--- config.mk ---
export PLATFORM = sky130hd
export DESIGN_NAME = breathing_rate_estimator_unit_flat
export DESIGN_NICKNAME = d
export VERILOG_FILES = /design/src/sv/bre_pkg.sv /design/src/sv/bre_if.sv /design/src/sv/bre_front.sv /design/src/sv/bre_queue.sv /design/src/sv/bre_back.sv /design/src/sv/breathing_rate_estimator_unit.sv /design/src/flat_wrapper.sv
export SDC_FILE = /design/constraint.sdc
export NUM_CORES = 2
export LEC_CHECK = 0
export ABC_AREA = 1
export BUFFER_PORTS_ARGS = -buffer_cell sky130_fd_sc_hd__buf_2
export CORE_AREA = 2 2 291 293
export CTS_CLUSTER_DIAMETER = 30
export CTS_CLUSTER_SIZE = 20
export DETAILED_ROUTE_END_ITERATION = 16
export DIE_AREA = 0 0 293 295
export GPL_TIMING_DRIVEN = 0
export PLACE_DENSITY = 0.82
export SLEW_MARGIN = 40
export SYNTH_ARGS = -nofsm -noshare
export SYNTH_HDL_FRONTEND = slang
export SYNTH_SLANG_ARGS = --single-unit
--- constraint.sdc ---
create_clock -name clk -period 11.5 [get_ports clk]
set_input_delay 2.3 -clock clk [delete_from_list [all_inputs] [get_ports clk]]
set_output_delay 2.3 -clock clk [all_outputs]
set_load 0.005 [all_outputs]
--- src/sv/bre_pkg.sv ---
`timescale 1ns / 1ps
// bre_pkg: widths, register codes, reset values and shared types of the
// breathing rate estimator. No dependencies.
package bre_pkg;

	localparam int RAW_W    = 13;
	localparam int MV_W     = 13;
	localparam int NOW_W    = 32;
	localparam int RATE_W   = 8;
	localparam int MARGIN_W = 8;
	localparam int GAP_W    = 16;
	localparam int WINDOW_W = 20;
	localparam int SCALE_W  = 4;
	localparam int CFG_W    = 20;
	localparam int CFG_IDX_W = 2;

	localparam int AVG_TAPS_DEF   = 5;
	localparam int PEAK_SLOTS_DEF = 15;
	localparam int QUEUE_DEPTH    = 2;

	// millivolt conversion: raw * 3600 / 4096
	localparam int MV_MULT  = 3600;
	localparam int MV_SHIFT = 12;

	localparam int RATE_MAX = 255;

	localparam logic [MARGIN_W-1:0] RISE_MARGIN_RST = MARGIN_W'(7);
	localparam logic [GAP_W-1:0]    MIN_GAP_RST     = GAP_W'(1000);
	localparam logic [WINDOW_W-1:0] WINDOW_RST      = WINDOW_W'(20000);
	localparam logic [SCALE_W-1:0]  RATE_SCALE_RST  = SCALE_W'(3);

	typedef enum logic [CFG_IDX_W-1:0] {
		REG_RISE_MARGIN = 2'd0,
		REG_MIN_GAP     = 2'd1,
		REG_WINDOW      = 2'd2,
		REG_RATE_SCALE  = 2'd3
	} bre_reg_t;

	typedef struct packed {
		logic signed [MV_W-1:0] mv;
		logic [NOW_W-1:0]       now_ms;
	} bre_item_t;

	typedef struct packed {
		logic [MARGIN_W-1:0] rise_margin;
		logic [GAP_W-1:0]    min_peak_gap_ms;
		logic [WINDOW_W-1:0] window_ms;
		logic [SCALE_W-1:0]  rate_scale;
	} bre_cfg_t;

endpackage

--- src/sv/bre_if.sv ---
`timescale 1ns / 1ps
// bre_in_if and bre_out_if: valid/ready channels of the breathing rate
// estimator. Depends on bre_pkg.
interface bre_in_if;
	import bre_pkg::*;
	logic                    valid;
	logic                    ready;
	logic signed [RAW_W-1:0] raw_sample;
	logic [NOW_W-1:0]        now_ms;
	modport source(output valid, raw_sample, now_ms, input ready);
	modport sink(input valid, raw_sample, now_ms, output ready);
endinterface

interface bre_out_if;
	import bre_pkg::*;
	logic                   valid;
	logic                   ready;
	logic signed [MV_W-1:0] smoothed_mv;
	logic [RATE_W-1:0]      breaths_per_min;
	modport source(output valid, smoothed_mv, breaths_per_min, input ready);
	modport sink(input valid, smoothed_mv, breaths_per_min, output ready);
endinterface

--- src/sv/bre_front.sv ---
`timescale 1ns / 1ps
// bre_front: takes sample requests, converts them to millivolts and hands
// them to the queue. Depends on bre_pkg and bre_if.
module bre_front (
	input  logic               clk,
	input  logic               arst_n,
	bre_in_if.sink             sample,
	output logic               push_valid,
	input  logic               push_ready,
	output bre_pkg::bre_item_t push_item
);
	import bre_pkg::*;

	localparam int PROD_W = RAW_W + MV_SHIFT;
	localparam logic signed [PROD_W-1:0] MULT_K    = PROD_W'(MV_MULT);
	localparam logic signed [PROD_W-1:0] ROUND_ADD = PROD_W'((1 << MV_SHIFT) - 1);

	logic                     valid_s1;
	bre_item_t                item_s1;
	logic signed [PROD_W-1:0] raw_ext;
	logic signed [PROD_W-1:0] scaled;
	logic signed [PROD_W-1:0] adj;
	logic                     take;

	assign sample.ready = !valid_s1 || push_ready;
	assign take         = sample.valid && sample.ready;

	// truncation toward zero
	always_comb begin
		raw_ext = PROD_W'(sample.raw_sample);
		scaled  = raw_ext * MULT_K;
		adj     = scaled + (scaled[PROD_W-1] ? ROUND_ADD : '0);
	end

	always_ff @(posedge clk or negedge arst_n) begin
		if (!arst_n) begin
			valid_s1 <= 1'b0;
			item_s1  <= '0;
		end else begin
			if (take) begin
				valid_s1       <= 1'b1;
				item_s1.mv     <= adj[PROD_W-1:MV_SHIFT];
				item_s1.now_ms <= sample.now_ms;
			end else if (push_ready) begin
				valid_s1 <= 1'b0;
			end
		end
	end

	assign push_valid = valid_s1;
	assign push_item  = item_s1;
endmodule

--- src/sv/bre_queue.sv ---
`timescale 1ns / 1ps
// bre_queue: short request queue between the front and the back unit.
// Depends on bre_pkg.
module bre_queue (
	input  logic               clk,
	input  logic               arst_n,
	input  logic               push_valid,
	output logic               push_ready,
	input  bre_pkg::bre_item_t push_item,
	output logic               pop_valid,
	input  logic               pop_ready,
	output bre_pkg::bre_item_t pop_item
);
	import bre_pkg::*;

	localparam int PTR_W = (QUEUE_DEPTH > 1) ? $clog2(QUEUE_DEPTH) : 1;
	localparam int CNT_W = $clog2(QUEUE_DEPTH + 1);
	localparam logic [PTR_W-1:0] PTR_LAST = PTR_W'(QUEUE_DEPTH - 1);

	bre_item_t        entries_q [QUEUE_DEPTH];
	logic [PTR_W-1:0] wr_q;
	logic [PTR_W-1:0] rd_q;
	logic [CNT_W-1:0] cnt_q;
	logic             do_push;
	logic             do_pop;

	assign push_ready = cnt_q != CNT_W'(QUEUE_DEPTH);
	assign pop_valid  = cnt_q != '0;
	assign pop_item   = entries_q[rd_q];
	assign do_push    = push_valid && push_ready;
	assign do_pop     = pop_valid && pop_ready;

	always_ff @(posedge clk or negedge arst_n) begin
		if (!arst_n) begin
			wr_q  <= '0;
			rd_q  <= '0;
			cnt_q <= '0;
			for (int i = 0; i < QUEUE_DEPTH; i++) begin
				entries_q[i] <= '0;
			end
		end else begin
			if (do_push) begin
				entries_q[wr_q] <= push_item;
				wr_q <= (wr_q == PTR_LAST) ? '0 : wr_q + 1'b1;
			end
			if (do_pop) begin
				rd_q <= (rd_q == PTR_LAST) ? '0 : rd_q + 1'b1;
			end
			if (do_push && !do_pop) begin
				cnt_q <= cnt_q + 1'b1;
			end else if (do_pop && !do_push) begin
				cnt_q <= cnt_q - 1'b1;
			end
		end
	end
endmodule

--- src/sv/bre_back.sv ---
`timescale 1ns / 1ps
// bre_back: moving average, peak detection, peak stamp ring and rate count,
// with the result register. Depends on bre_pkg and bre_if.
module bre_back #(
	parameter int AVG_TAPS   = bre_pkg::AVG_TAPS_DEF,
	parameter int PEAK_SLOTS = bre_pkg::PEAK_SLOTS_DEF
) (
	input  logic               clk,
	input  logic               arst_n,
	input  bre_pkg::bre_cfg_t  cfg,
	input  logic               pop_valid,
	output logic               pop_ready,
	input  bre_pkg::bre_item_t pop_item,
	bre_out_if.source          result
);
	import bre_pkg::*;

	localparam int AVG_IDX_W  = (AVG_TAPS > 1) ? $clog2(AVG_TAPS) : 1;
	localparam int PEAK_IDX_W = (PEAK_SLOTS > 1) ? $clog2(PEAK_SLOTS) : 1;
	localparam int CNT_W      = $clog2(PEAK_SLOTS + 1);
	localparam int SUM_W      = MV_W + $clog2(AVG_TAPS) + 1;
	localparam int RECIP_K    = SUM_W;
	localparam int MUL_W      = 2 * SUM_W + 1;
	localparam int FIX_W      = SUM_W + 5;
	localparam int CMP_W      = MV_W + 2;
	localparam int RFULL_W    = (CNT_W + SCALE_W > RATE_W) ? CNT_W + SCALE_W : RATE_W;
	localparam logic [SUM_W:0] RECIP = (SUM_W + 1)'((1 << RECIP_K) / AVG_TAPS);
	localparam logic [AVG_IDX_W-1:0]  AVG_LAST  = AVG_IDX_W'(AVG_TAPS - 1);
	localparam logic [PEAK_IDX_W-1:0] PEAK_LAST = PEAK_IDX_W'(PEAK_SLOTS - 1);

	typedef enum logic [6:0] {
		ST_IDLE = 7'b0000001,
		ST_ABS  = 7'b0000010,
		ST_MUL  = 7'b0000100,
		ST_FIX  = 7'b0001000,
		ST_PEAK = 7'b0010000,
		ST_WALK = 7'b0100000,
		ST_OUT  = 7'b1000000
	} bre_state_t;

	bre_state_t              state_q;
	logic signed [MV_W-1:0]  taps_q [AVG_TAPS];
	logic signed [SUM_W-1:0] sum_q;
	logic [AVG_IDX_W-1:0]    avg_slot_q;
	logic [NOW_W-1:0]        now_q;
	logic [SUM_W-1:0]        abs_q;
	logic                    neg_q;
	logic [SUM_W-1:0]        quo_q;
	logic signed [MV_W-1:0]  avg_q;
	logic signed [MV_W-1:0]  prev_q;
	logic                    rising_q;
	logic [NOW_W-1:0]        last_peak_q;
	logic [NOW_W-1:0]        stamps_q [PEAK_SLOTS];
	logic [PEAK_IDX_W-1:0]   stamp_slot_q;
	logic [PEAK_IDX_W-1:0]   walk_q;
	logic [CNT_W-1:0]        count_q;
	logic                    out_valid_q;
	logic signed [MV_W-1:0]  out_mv_q;
	logic [RATE_W-1:0]       out_rate_q;

	logic signed [SUM_W-1:0] new_sum;
	logic [MUL_W-1:0]        prod;
	logic [FIX_W-1:0]        qn;
	logic [FIX_W-1:0]        rem;
	logic [SUM_W-1:0]        qc;
	logic [SUM_W-1:0]        qs;
	logic signed [CMP_W-1:0] avg_ext;
	logic signed [CMP_W-1:0] thr;
	logic                    peak;
	logic                    fall;
	logic                    gap_ok;
	logic [NOW_W-1:0]        age;
	logic                    in_window;
	logic [RFULL_W-1:0]      rate_full;
	logic [RATE_W-1:0]       rate_sat;
	logic                    out_free;

	always_comb begin
		new_sum   = sum_q - SUM_W'(taps_q[avg_slot_q]) + SUM_W'(pop_item.mv);
		prod      = MUL_W'(abs_q) * MUL_W'(RECIP);
		qn        = FIX_W'(quo_q) * FIX_W'(AVG_TAPS);
		rem       = FIX_W'(abs_q) - qn;
		qc        = (rem >= FIX_W'(AVG_TAPS)) ? quo_q + 1'b1 : quo_q;
		qs        = neg_q ? (~qc + 1'b1) : qc;
		avg_ext   = CMP_W'(avg_q);
		thr       = CMP_W'(prev_q) + CMP_W'($signed({1'b0, cfg.rise_margin}));
		fall      = rising_q && (avg_q < prev_q);
		peak      = !rising_q && (avg_ext > thr);
		gap_ok    = (now_q - last_peak_q) >= NOW_W'(cfg.min_peak_gap_ms);
		age       = now_q - stamps_q[walk_q];
		in_window = age <= NOW_W'(cfg.window_ms);
		rate_full = RFULL_W'(count_q) * RFULL_W'(cfg.rate_scale);
		rate_sat  = (rate_full > RFULL_W'(RATE_MAX)) ? RATE_W'(RATE_MAX)
		                                             : rate_full[RATE_W-1:0];
		out_free  = !out_valid_q || result.ready;
	end

	assign pop_ready              = state_q == ST_IDLE;
	assign result.valid           = out_valid_q;
	assign result.smoothed_mv     = out_mv_q;
	assign result.breaths_per_min = out_rate_q;

	always_ff @(posedge clk or negedge arst_n) begin
		if (!arst_n) begin
			state_q      <= ST_IDLE;
			sum_q        <= '0;
			avg_slot_q   <= '0;
			now_q        <= '0;
			abs_q        <= '0;
			neg_q        <= 1'b0;
			quo_q        <= '0;
			avg_q        <= '0;
			prev_q       <= '0;
			rising_q     <= 1'b0;
			last_peak_q  <= '0;
			stamp_slot_q <= '0;
			walk_q       <= '0;
			count_q      <= '0;
			out_valid_q  <= 1'b0;
			out_mv_q     <= '0;
			out_rate_q   <= '0;
			for (int i = 0; i < AVG_TAPS; i++) begin
				taps_q[i] <= '0;
			end
			for (int i = 0; i < PEAK_SLOTS; i++) begin
				stamps_q[i] <= '0;
			end
		end else begin
			if (state_q == ST_OUT && out_free) begin
				out_valid_q <= 1'b1;
			end else if (result.valid && result.ready) begin
				out_valid_q <= 1'b0;
			end
			case (state_q)
				ST_IDLE: begin
					if (pop_valid) begin
						taps_q[avg_slot_q] <= pop_item.mv;
						sum_q      <= new_sum;
						avg_slot_q <= (avg_slot_q == AVG_LAST) ? '0 : avg_slot_q + 1'b1;
						now_q      <= pop_item.now_ms;
						state_q    <= ST_ABS;
					end
				end
				ST_ABS: begin
					neg_q   <= sum_q[SUM_W-1];
					abs_q   <= sum_q[SUM_W-1] ? SUM_W'(-sum_q) : SUM_W'(sum_q);
					state_q <= ST_MUL;
				end
				ST_MUL: begin
					quo_q   <= prod[RECIP_K +: SUM_W];
					state_q <= ST_FIX;
				end
				ST_FIX: begin
					avg_q   <= qs[MV_W-1:0];
					state_q <= ST_PEAK;
				end
				ST_PEAK: begin
					if (fall) begin
						rising_q <= 1'b0;
					end else if (peak) begin
						rising_q <= 1'b1;
					end
					if (peak && gap_ok) begin
						last_peak_q            <= now_q;
						stamps_q[stamp_slot_q] <= now_q;
						stamp_slot_q <= (stamp_slot_q == PEAK_LAST) ? '0
						                                            : stamp_slot_q + 1'b1;
					end
					prev_q  <= avg_q;
					walk_q  <= '0;
					count_q <= '0;
					state_q <= ST_WALK;
				end
				ST_WALK: begin
					if (in_window) begin
						count_q <= count_q + 1'b1;
					end
					if (walk_q == PEAK_LAST) begin
						state_q <= ST_OUT;
					end else begin
						walk_q <= walk_q + 1'b1;
					end
				end
				ST_OUT: begin
					if (out_free) begin
						out_mv_q    <= avg_q;
						out_rate_q  <= rate_sat;
						state_q     <= ST_IDLE;
					end
				end
				default: begin
					state_q <= ST_IDLE;
				end
			endcase
		end
	end
endmodule

--- src/sv/breathing_rate_estimator_unit.sv ---
`timescale 1ns / 1ps
// breathing_rate_estimator_unit: top level with the configuration registers.
// Depends on bre_pkg, bre_if, bre_front, bre_queue and bre_back.
//
// Each sample request gives one result: the moving average over AVG_TAPS
// samples (five by default) in millivolts and the breath rate, the count of
// stored peak stamps inside window_ms times rate_scale. The time the back
// unit takes per sample is set by the walk over the peak stamp ring, one
// stamp a cycle; a one-stage front and a two-entry queue take further
// samples meanwhile, and the result register holds a finished result until
// it is taken. Registers are written through cfg_wr_en, cfg_index and
// cfg_wdata, by the user only while no sample is in flight; the block does not enforce it.
module breathing_rate_estimator_unit #(
	parameter int AVG_TAPS   = bre_pkg::AVG_TAPS_DEF,
	parameter int PEAK_SLOTS = bre_pkg::PEAK_SLOTS_DEF
) (
	input  logic                           clk,
	input  logic                           arst_n,
	input  logic                           cfg_wr_en,
	input  logic [bre_pkg::CFG_IDX_W-1:0]  cfg_index,
	input  logic [bre_pkg::CFG_W-1:0]      cfg_wdata,
	bre_in_if.sink                         sample,
	bre_out_if.source                      result
);
	import bre_pkg::*;

	bre_cfg_t  cfg_q;
	logic      push_valid;
	logic      push_ready;
	bre_item_t push_item;
	logic      pop_valid;
	logic      pop_ready;
	bre_item_t pop_item;

	always_ff @(posedge clk or negedge arst_n) begin
		if (!arst_n) begin
			cfg_q.rise_margin     <= RISE_MARGIN_RST;
			cfg_q.min_peak_gap_ms <= MIN_GAP_RST;
			cfg_q.window_ms       <= WINDOW_RST;
			cfg_q.rate_scale      <= RATE_SCALE_RST;
		end else if (cfg_wr_en) begin
			case (bre_reg_t'(cfg_index))
				REG_RISE_MARGIN: cfg_q.rise_margin     <= cfg_wdata[MARGIN_W-1:0];
				REG_MIN_GAP:     cfg_q.min_peak_gap_ms <= cfg_wdata[GAP_W-1:0];
				REG_WINDOW:      cfg_q.window_ms       <= cfg_wdata[WINDOW_W-1:0];
				REG_RATE_SCALE:  cfg_q.rate_scale      <= cfg_wdata[SCALE_W-1:0];
				default: begin
					cfg_q <= cfg_q;
				end
			endcase
		end
	end

	bre_front u_front (
		.clk        (clk),
		.arst_n     (arst_n),
		.sample     (sample),
		.push_valid (push_valid),
		.push_ready (push_ready),
		.push_item  (push_item)
	);

	bre_queue u_queue (
		.clk        (clk),
		.arst_n     (arst_n),
		.push_valid (push_valid),
		.push_ready (push_ready),
		.push_item  (push_item),
		.pop_valid  (pop_valid),
		.pop_ready  (pop_ready),
		.pop_item   (pop_item)
	);

	bre_back #(
		.AVG_TAPS   (AVG_TAPS),
		.PEAK_SLOTS (PEAK_SLOTS)
	) u_back (
		.clk       (clk),
		.arst_n    (arst_n),
		.cfg       (cfg_q),
		.pop_valid (pop_valid),
		.pop_ready (pop_ready),
		.pop_item  (pop_item),
		.result    (result)
	);
endmodule
--- src/flat_wrapper.sv ---
// flat-port wrapper written by rule: the top's interface ports become plain ports
module breathing_rate_estimator_unit_flat import bre_pkg::*;
#(
	parameter int AVG_TAPS   = bre_pkg::AVG_TAPS_DEF,
	parameter int PEAK_SLOTS = bre_pkg::PEAK_SLOTS_DEF
)
  (clk, arst_n, cfg_wr_en, cfg_index, cfg_wdata, sample_valid, sample_raw_sample, sample_now_ms, sample_ready, result_valid, result_smoothed_mv, result_breaths_per_min, result_ready);
  bre_in_if sample_i ();
  bre_out_if result_i ();
  input  logic clk;
  input  logic arst_n;
  input  logic cfg_wr_en;
  input  logic [bre_pkg::CFG_IDX_W-1:0] cfg_index;
  input  logic [bre_pkg::CFG_W-1:0] cfg_wdata;
  input wire logic [$bits(sample_i.valid)-1:0] sample_valid;
  input wire logic [$bits(sample_i.raw_sample)-1:0] sample_raw_sample;
  input wire logic [$bits(sample_i.now_ms)-1:0] sample_now_ms;
  output wire logic [$bits(sample_i.ready)-1:0] sample_ready;
  output wire logic [$bits(result_i.valid)-1:0] result_valid;
  output wire logic [$bits(result_i.smoothed_mv)-1:0] result_smoothed_mv;
  output wire logic [$bits(result_i.breaths_per_min)-1:0] result_breaths_per_min;
  input wire logic [$bits(result_i.ready)-1:0] result_ready;
  assign sample_i.valid = sample_valid;
  assign sample_i.raw_sample = sample_raw_sample;
  assign sample_i.now_ms = sample_now_ms;
  assign sample_ready = sample_i.ready;
  assign result_valid = result_i.valid;
  assign result_smoothed_mv = result_i.smoothed_mv;
  assign result_breaths_per_min = result_i.breaths_per_min;
  assign result_i.ready = result_ready;
  breathing_rate_estimator_unit #(.AVG_TAPS(AVG_TAPS), .PEAK_SLOTS(PEAK_SLOTS)) u_core (.clk(clk), .arst_n(arst_n), .cfg_wr_en(cfg_wr_en), .cfg_index(cfg_index), .cfg_wdata(cfg_wdata), .sample(sample_i), .result(result_i));
endmodule
==> flow_metrics.py <==
metrics = {
    "outcome": {
        "run_status": "finished, final reports clean",
    },
    "synth": {
        "synth_edf_count": 0,
        "synth.cell_area_mm2": 0.0539,
        "synth_simple_gate_area_frac": 0.163,
        "synth_mux_area_frac": 0.00149,
        "synth.largest_area_cell": "sky130_fd_sc_hd__dfrtp_1",
        "dominantRegCellSynth": "sky130_fd_sc_hd__dfrtp_1",
        "register_area_share_after_synthesis": 0.427,
        "synth-seq-cells": 918,
        "ys_top_cells_by_area": "sky130_fd_sc_hd__dfrtp_1 42%, sky130_fd_sc_hd__nand2_1 9.9%, sky130_fd_sc_hd__o21ai_0 9.7%, sky130_fd_sc_hd__ha_1 8.9%, sky130_fd_sc_hd__fa_1 4.9%",
        "yosysMostFrequentCell": "sky130_fd_sc_hd__nand2_1",
        "yosysWarningCount": 0,
        "post_synth_most_frequent_cells": "1419 x sky130_fd_sc_hd__nand2_1, 1049 x sky130_fd_sc_hd__o21ai_0, 901 x sky130_fd_sc_hd__dfrtp_1",
        "synthAdderAreaFrac": 0.137,
        "fraction_of_synthesized_cell_area_taken_by_the_top_area_cell_type": 0.419,
        "synth-async-reset-ratio": 1.00,
        "synth.avg_cell_area_um2": 8.43,
        "synth.distinct_cells": 63,
        "syn-instance-count": 6391,
        "synth_nets": 6975,
        "synth_top_family_by_area": "compound AO/OA/AOI/OAI gates",
        "synth_compound_area_frac": 0.175,
        "post_synth_xor_area_fraction": 0.0229,
    },
    "critical_path": {
        "reg2reg_start": "u_core.u_back.walk_q[1]$_DFFE_PN0P_",
        "timing.critical_path.slowest_cell_delay_ns": 0.69,
        "critPathKind": "reg2reg",
        "timing.reg2reg.setup_slack_ns": 3.69,
        "worstPathArrival_ns": 8.44,
        "start_kind": "register",
        "critical_path_cell_with_the_highest_stage_delay": "sky130_fd_sc_hd__clkbuf_1",
        "timing.reg2reg.worst_path_depth": 31,
        "critPathCaptureType": "register",
        "rr_endpoint": "u_core.u_back.count_q[0]$_DFFE_PN0P_",
        "crit_path_max_fanout": 10,
        "required_worst_endpoint_ns": 12.13,
    },
    "timing": {
        "finalWorstPathRequiredPeriod_ns": 7.81,
        "timing.slew.headroom": 0.347,
        "post-route-period-util": 0.679,
        "worst_hold_slack_ns": 0.463,
        "hold_viol_final": 0,
        "fin_tns_setup_ns": 0,
        "tightestPinTransition_ns": 0.980,
        "finalSetupViolations": 0,
        "fin_skew_ns": 0.0622,
        "rsz0062_at_grt": "no",
        "timing.fmax_ghz": 0.128,
        "slew_violations": 0,
    },
    "clocking": {
        "htree_levels": 4,
        "cts-resized-gates": 0,
        "max-clock-path-buffers": 3,
        "cts_hold_buffers": 0,
        "clk-insertion-delay-late_ns": 0.79,
        "cts_tree": "yes",
        "cts.root.buffer_cell": "sky130_fd_sc_hd__clkbuf_16",
        "numCtsBuffers": 173,
        "post-cts-setup-buffers": 0,
        "clock_pin_slew_of_the_registers_on_the_worst_case_setup_and_hold_paths_ns": 0.05,
        "cts.sinks": 918,
    },
    "floorplan": {
        "initial_utilization": 0.648,
        "die_width_um": 293,
        "die_height_um": 295,
        "die_area_mm2": 0.0864,
        "floorplan.io_pins": 95,
        "number_of_rows_created_at_floorplan": 106,
        "fp.coreArea_mm2": 0.0832,
    },
    "hold_path": {
        "min_delay_path_depth": 2,
        "type_of_the_worst_min_delay_path": "reg2reg",
        "beginning_of_the_worst_hold_path": "u_core.u_back.result.breaths_per_min[1]$_DFFE_PN0P_",
        "hold_path_end": "u_core.u_back.result.breaths_per_min[1]$_DFFE_PN0P_",
    },
    "detailed_routing": {
        "route.detailed.vias_per_inst": 6.29,
        "route.final.wire_length_um": 178000,
        "detailedRoute.firstIterationViolations": 6495,
        "detail_route.first_pass.iterations": 10,
        "postRouteAntennaNets": 0,
        "routed_wire_length_per_instance_um": 22.5,
        "drc_violation_count_after_routing": 0,
        "routed-via-count": 49835,
    },
    "finish": {
        "layout.filler_cells": 5842,
        "layout.area.seq_mm2": 0.0230,
        "footprint_of_the_multi_input_gates_mm2": 0.0269,
        "filler_free_cell_count_of_the_finished_design": 7924,
        "layout_nets": 7275,
        "finalCoreUtilization": 0.749,
        "area.growth.synth_to_final_pct": 15.7,
        "drive_gt1_frac": 0.0904,
    },
    "placed_design": {
        "detailed_place_hpwl_um": 125000,
        "placedCellCount": 7579,
        "place_congestion": 1.00,
        "port_buffers": 94,
    },
    "global_route": {
        "globalRoute.totalOverflow": 0,
        "grt_max_degree": 105,
        "grt_first_pass_wirelength_um": 274000,
        "antenna_found_initial": 12,
        "grt_usage": 0.415,
        "grt_pass1_vias": 48750,
    },
    "flow_run": {
        "max-cap-violations": 0,
    },
}
## logic make-up (layout without fill, tap and decap cells)
logic type      Yosys count  count (layout)
xor+xnor                141             141
mux                       8               8
compound gates         1674            1674
flops                   918             918
other cells               0              11
fa+ha+maj               512             512
simple gates           2145            2145
buf+inv                 993            1435
## layout make-up
class / instances / area share
multi-input cells: 4480 / 0.432
clock inverters: 89 / 0.0207
repair buffers: 125 / 0.0140
plain buffers: 304 / 0.0226
flip-flops and latches: 918 / 0.369
clock buffers: 228 / 0.0778
inverters: 689 / 0.0415
well taps: 1080 / 0.0217
diodes: 11 / 0.000442
## worst max-delay path: cells and delay by family (launching register included)
| family | cells | cell delay, ns |
|---|---|---|
| xor gates and xnor gates | 1 | 0.24 |
| AOI/OAI and AO/OA | 11 | 2.38 |
| adders and majority gates | 2 | 0.75 |
| and+or+nand+nor | 10 | 1.34 |
| buffers and inverters | 7 | 2.55 |
| DFF | 1 | 0.40 |
## worst max-delay path by stage
stage / slack, ns / startpoint / cells after the start / endpoint
final: 3.69 / u_core.u_back.walk_q[1]$_DFFE_PN0P_ / 31 / u_core.u_back.count_q[0]$_DFFE_PN0P_
after global routing: 3.47 / u_core.u_back.walk_q[1]$_DFFE_PN0P_ / 31 / u_core.u_back.count_q[0]$_DFFE_PN0P_
after CTS: 4.07 / u_core.u_back.walk_q[1]$_DFFE_PN0P_ / 30 / u_core.u_back.count_q[0]$_DFFE_PN0P_
after detailed placement: 3.89 / sample_raw_sample[2] / 27 / u_core.u_front.push_item[44]$_DFFE_PN0P_
after global placement: -11.33 / arst_n / 1 / u_core.u_back.stamps_q[329]$_DFFE_PN0P_
after floorplan: 4.43 / sample_raw_sample[1] / 26 / u_core.u_front.push_item[44]$_DFFE_PN0P_
## per-stage QoR
stage	instance area, um^2	setup WS [ns]
finish	62300	3.69
global route	62300	3.47
CTS	62200	4.07
detailed placement	56000	3.89
global placement	55700	-11.33
floorplan	53900	4.43
## state kept, by name (all words and copies together) (netlist names), 17 cells and up
name	flops
u_core.cfg_q	48
u_core.u_front.push_item	45
u_core.u_back.taps_q	65
u_core.u_queue.entries_q	90
u_core.u_back.abs_q	17
u_core.u_back.sum_q	17
u_core.u_back.last_peak_q	32
u_core.u_back.now_q	32
u_core.u_back.stamps_q	480
## layer usage
metal  part of all wire  vias to the layer above  track usage
li1                   -                    21904            -
met1               0.38                    23924        0.534
met2               0.42                     3201        0.611
met3               0.14                      790        0.158
met4              0.061                       16        0.220
met5            0.00085                        -      0.00554
## placed cells by master, fill, tap and decap left out, drive strengths merged, types with 8 or more instances in the layout
| cell type | synthesis | routed |
|---|---|---|
| xor2 | 100 | 100 |
| o21ai | 1129 | 1129 |
| buf | 111 | 234 |
| o21bai | 17 | 17 |
| a21oi | 218 | 218 |
| nand3 | 140 | 140 |
| o211ai | 21 | 21 |
| or2 | 22 | 22 |
| nor4 | 14 | 14 |
| a22oi | 39 | 39 |
| o21a | 29 | 29 |
| a2bb2oi | 8 | 8 |
| dfstp | 17 | 17 |
| a221oi | 117 | 117 |
| nor3 | 40 | 40 |
| fa | 131 | 131 |
| nor2 | 445 | 445 |
| diode | 0 | 11 |
| clkbuf | 193 | 423 |
| nand4 | 54 | 54 |
| a21o | 12 | 12 |
| clkinvlp | 0 | 11 |
| o31ai | 41 | 41 |
| inv | 685 | 703 |
| xnor2 | 41 | 41 |
| mux2i | 8 | 8 |
| dfrtp | 901 | 901 |
| ha | 381 | 381 |
| nand2 | 1422 | 1422 |
| clkinv | 4 | 41 |
| bufinv | 0 | 23 |
Power is left out: the tool's default activity adds up to more than one toggle a clock period on the data nets, which glitch-free logic cannot reach.
